File: src/rtl/core/slab_buffer_manager_assert.svh
// Assertion macros used by the slab buffer manager datapath.
// Both expect clk and rst_n in scope.
`ifndef SLAB_BUFFER_MANAGER_ASSERT_SVH
`define SLAB_BUFFER_MANAGER_ASSERT_SVH

// Same-cycle implication.
`define SBM_ASSERT_NOW(label, ante, cons, msg) \
  label: assert property (@(posedge clk) disable iff (!rst_n) (ante) |-> (cons)) \
    else $error(msg);

// Next-cycle implication.
`define SBM_ASSERT_NEXT(label, ante, cons, msg) \
  label: assert property (@(posedge clk) disable iff (!rst_n) (ante) |=> (cons)) \
    else $error(msg);

`endif

File: src/rtl/core/sbm_pkg.sv
package sbm_pkg;

  localparam int SLAB_W     = 8;
  localparam int SLOT_W     = 16;
  localparam int STS_W      = 2;
  localparam int LIVE_W     = 9;
  localparam int CAP_W      = 9;
  localparam int CFG_IDX_W  = 1;
  localparam int CFG_DATA_W = 16;

  localparam logic CMD_ALLOC   = 1'b0;
  localparam logic CMD_RELEASE = 1'b1;

  localparam logic [STS_W-1:0] STS_OK           = 2'd0;
  localparam logic [STS_W-1:0] STS_NO_ID        = 2'd1;
  localparam logic [STS_W-1:0] STS_OVER_RELEASE = 2'd2;

  localparam logic [CFG_IDX_W-1:0] CFG_SLOTS_PER_SLAB = 1'b0;
  localparam logic [CFG_IDX_W-1:0] CFG_REUSE_CAP      = 1'b1;

  localparam logic [SLOT_W-1:0] SLOTS_RESET = 16'd10000;
  localparam logic [CAP_W-1:0]  CAP_RESET   = 9'd100;

  typedef enum logic [1:0] {
    ST_CLEAR,
    ST_IDLE,
    ST_EXEC
  } sbm_state_t;

  typedef struct packed {
    logic [SLOT_W-1:0] cursor;
    logic [SLOT_W-1:0] released;
  } slab_ent_t;

  typedef struct packed {
    logic clr_en;
    logic in_ready;
    logic fire;
  } sbm_cmd_t;

  typedef struct packed {
    logic clr_last;
    logic out_busy;
  } sbm_stat_t;

endpackage

File: src/rtl/core/sbm_ctrl.sv
module sbm_ctrl import sbm_pkg::*; (
  input  logic      clk,
  input  logic      rst_n,
  input  logic      in_valid,
  input  sbm_stat_t stat,
  output sbm_cmd_t  cmd
);

  sbm_state_t state_r, state_nxt;

  always_ff @(posedge clk) begin
    if (!rst_n) begin
      state_r <= ST_CLEAR;
    end else begin
      state_r <= state_nxt;
    end
  end

  always_comb begin
    state_nxt    = state_r;
    cmd.clr_en   = 1'b0;
    cmd.in_ready = 1'b0;
    cmd.fire     = 1'b0;
    unique case (state_r)
      ST_CLEAR: begin
        cmd.clr_en = 1'b1;
        if (stat.clr_last) state_nxt = ST_IDLE;
      end
      ST_IDLE: begin
        cmd.in_ready = 1'b1;
        if (in_valid) state_nxt = ST_EXEC;
      end
      ST_EXEC: begin
        if (!stat.out_busy) begin
          cmd.fire  = 1'b1;
          state_nxt = ST_IDLE;
        end
      end
      default: state_nxt = ST_CLEAR;
    endcase
  end

endmodule

File: config.mk
export PLATFORM = sky130hd
export DESIGN_NAME = sbm_ctrl
export DESIGN_NICKNAME = d
export VERILOG_FILES = /design/src/rtl/core/slab_buffer_manager_assert.svh /design/src/rtl/core/sbm_pkg.sv /design/src/rtl/core/sbm_ctrl.sv
export SDC_FILE = /design/constraint.sdc
export NUM_CORES = 1
export LEC_CHECK = 0
export BUFFER_PORTS_ARGS = -buffer_cell sky130_fd_sc_hd__buf_2
export CAP_MARGIN = 10
export CORE_AREA = 5 5 42 44
export DETAILED_ROUTE_END_ITERATION = 10
export DIE_AREA = 0 0 47 49
export PLACE_DENSITY_LB_ADDON = 0.3
export SLEW_MARGIN = 20
export SYNTH_ARGS = -nofsm -noshare
export SYNTH_HDL_FRONTEND = slang
export SYNTH_SLANG_ARGS = --single-unit
File: constraint.sdc
create_clock -name clk -period 1.2 [get_ports clk]
set_input_delay 0.12 -clock clk [delete_from_list [all_inputs] [get_ports clk]]
set_output_delay 0.12 -clock clk [all_outputs]
set_load 0.01 [all_outputs]
==> run_results.csv <==
group,metric,value,unit
synth,synth_cells,13,
power_and_ir_drop,power_leakage,0.0812,nW
global_route,grt-ovfl-total,0,
worst_hold_path,hp-start,"rst_n",
power_and_ir_drop,p_seq_share,30.0,%
final_layout,utilization,13.6,%
timing,slew_headroom,86.6,%
clock_tree,cts_setup_buffers,0,
setup_path,end_kind,"primary output",
clock_tree,clk_pin_slew,0.03,ns
routing,dr.pass1.iters,1,
power_and_ir_drop,power.switching,0.0613,mW
final_layout,diodes,0,
final_layout,nets,29,
timing,min_period_over_period,91.3,%
routing,met1_length,165,µm
synth,synth_mux_area_share,0,%
routing,highest_layer,"met3",
routing,wl_per_cell,8.68,µm
final_layout,layout_commonest_cell,"buf_2",
synth,ys_warn_count,0,
final_layout,largest_reg_flops,2,
clock_tree,clock-root-buffer,"clkbuf_4",
final_layout,fill_cells,166,
routing,drtIter0Drc,0,
die,rows,14,
timing,skew,0.000715,ns
routing,vias,127,
synth,synthXorXnorAreaFrac,0,%
final_layout,regArea,40.0,µm²
routing,routed-wl-met3,50,µm
synth,synth_compound_area_share,14.6,%
clock_tree,insertion_delay,0.22,ns
die,coreArea,1400,µm²
synth,ys_seq_area_share,33.3,%
synth,synthAdderAreaFrac,0,%
clock_tree,cts-buffers-inserted,3,
routing,dr_wl_met2,114,µm
power_and_ir_drop,switching_share,22.9,%
placed_design,port_buffers,7,
synth,synth-seq-cells,2,
power_and_ir_drop,p_per_area,1400,nW/µm²
power_and_ir_drop,p_int,0.206,mW
synth,syn_area,120,µm²
timing,worstMarginPinSlew,0.201,ns
routing,ant_nets,0,
final_layout,largest-register,"state_r",
global_route,antenna_found_initial,0,
timing,finalHoldViolations,0,
setup_path,r2r_slack,0.26,ns
power_and_ir_drop,pwr-share-clk,54.4,%
die,dieWidth,47,µm
setup_path,cp_max_fo,6,
power_and_ir_drop,peakVddDrop,351,µV
setup_path,reg2reg_to,"state_r[0]",
clock_tree,hold_buffers,0,
clock_tree,cts_max_path_buffers,2,
routing,routed_wl,330,µm
status,status,"complete, no violations",
global_route,grt_pass1_wl,503,µm
timing,setup_violations,0,
final_layout,multiInputGateArea,72.6,µm²
timing,drv_slew,0,
placed_design,gp_congestion,0.644,
global_route,grt_max_degree,8,
setup_path,critPathLaunchType,"flip-flop",
synth,yosysUniqueCellTypes,11,
run,cap_violations,0,
clock_tree,cts_tree,"done",
global_route,grt_pass1_vias,152,
timing,timing.fmax,0.913,GHz
timing,timing.final.crit_period,1.10,ns
timing,rsz0062_at_grt,"no",
setup_path,cp.arrival,0.98,ns
setup_path,r2r_start,"state_r[0]",
routing,drc,0,
setup_path,path_class,"reg2out",
routing,vias_per_cell,3.34,
synth,synthSimpleGateAreaFrac,45.8,%
die,io_pins,8,
worst_hold_path,hold_path.class,"in2reg",
synth,synthesis.nets,18,
final_layout,drive_gt1_share,50.0,%
worst_hold_path,holdPathStages,2,
setup_path,reg2regPathDepth,2,
global_route,grt_use_total,3.23,%
clock_tree,cts_resized,0,
die,start_util,8.57,%
final_layout,final_cell_mix,"buf_2, clkbuf_4, nand3b_1, dfxtp_1",
die,fp.dieH,49,µm
clock_tree,htreeDepth,1,
final_layout,reg.largest.list,"state_r x2",
die,dieArea,2300,µm²
setup_path,required,1.08,ns
synth,synth_top_family_by_area,"simple AND/OR/NAND/NOR gates",
power_and_ir_drop,pwr-share-comb,15.6,%
synth,avgSynthCellArea,9.24,µm²
placed_design,dpl.hpwl,267,µm
final_layout,area_growth,58.3,%
worst_hold_path,min_to,"state_r[0]",
clock_tree,clock-sinks,2,
timing,fin_setup_tns,0,ns
[critical path, stage by stage, from the launching register on]
cell and delay [ns]:
dfxtp_1 0.37, nor3b_2 0.22, buf_2 0.17
[stage by stage]
step	area, µm²	instances	setup slack [ns]	hold WS, ns	power (mW)
5_1_grt	190	38	0.00483	0.164	0.282
3_3_place_gp	168	35	0.280	0.380	0.123
6_report	190	38	0.104	0.159	0.267
4_1_cts	190	38	0.0846	0.147	0.277
2_1_floorplan	120	13	0.309	0.246	0.107
3_5_place_dp	168	35	0.263	0.381	0.123
[per-layer routing]
metal / up-vias / track usage [%]
li1: 63 / -
met3: 0 / 1.85
met2: 8 / 3.17
met1: 56 / 3.94
met4: 0 / 4.15
met5: - / 0
[synth_stat cells]
master | n | area (µm²)
nor2b_1 | 1 | 6.26
nand3b_1 | 2 | 15.0
a21boi_1 | 1 | 7.51
nand2_1 | 1 | 3.75
a32o_1 | 1 | 10.0
buf_4 | 1 | 7.51
nor3b_2 | 1 | 12.5
dfxtp_1 | 2 | 40.0
nor2_1 | 1 | 3.75
and2b_1 | 1 | 7.51
or2_0 | 1 | 6.26
[cells by family (layout without fill, tap and decap cells)]
logic type / after synthesis / count (layout)
and+or+nand+nor: 8 / 8
AOI/OAI and AO/OA: 2 / 2
DFF: 2 / 2
buffers and inverters: 1 / 10
[power by group through the flow]
stage / sequential, mW / combinational [mW] / clock [mW]
2_1_floorplan: 0.0794 / 0.0276 / 0
3_3_place_gp: 0.0806 / 0.0423 / 0
3_5_place_dp: 0.0808 / 0.0420 / 0
4_1_cts: 0.0799 / 0.0422 / 0.155
5_1_grt: 0.0816 / 0.0454 / 0.155
6_report: 0.0801 / 0.0416 / 0.145
[layout make-up]
| cell class | count | area share (%) |
|---|---|---|
| clock buffers | 3 | 11.8 |
| flip-flops and latches | 2 | 21.1 |
| well taps | 16 | 10.5 |
| multi-input cells | 10 | 38.2 |
| repair buffers | 7 | 18.4 |
[worst max path at each step]
stage	to	cells after the start	from	slack (ns)
floorplan	state_r[0]	2	state_r[0]	0.31
global placement	state_r[0]	2	state_r[1]	0.28
detailed placement	state_r[0]	2	state_r[0]	0.26
CTS	cmd[0]	2	state_r[1]	0.08
global route	cmd[0]	2	state_r[1]	0.005
finish	cmd[0]	2	state_r[1]	0.10
(Power assumes the default switching activity.)
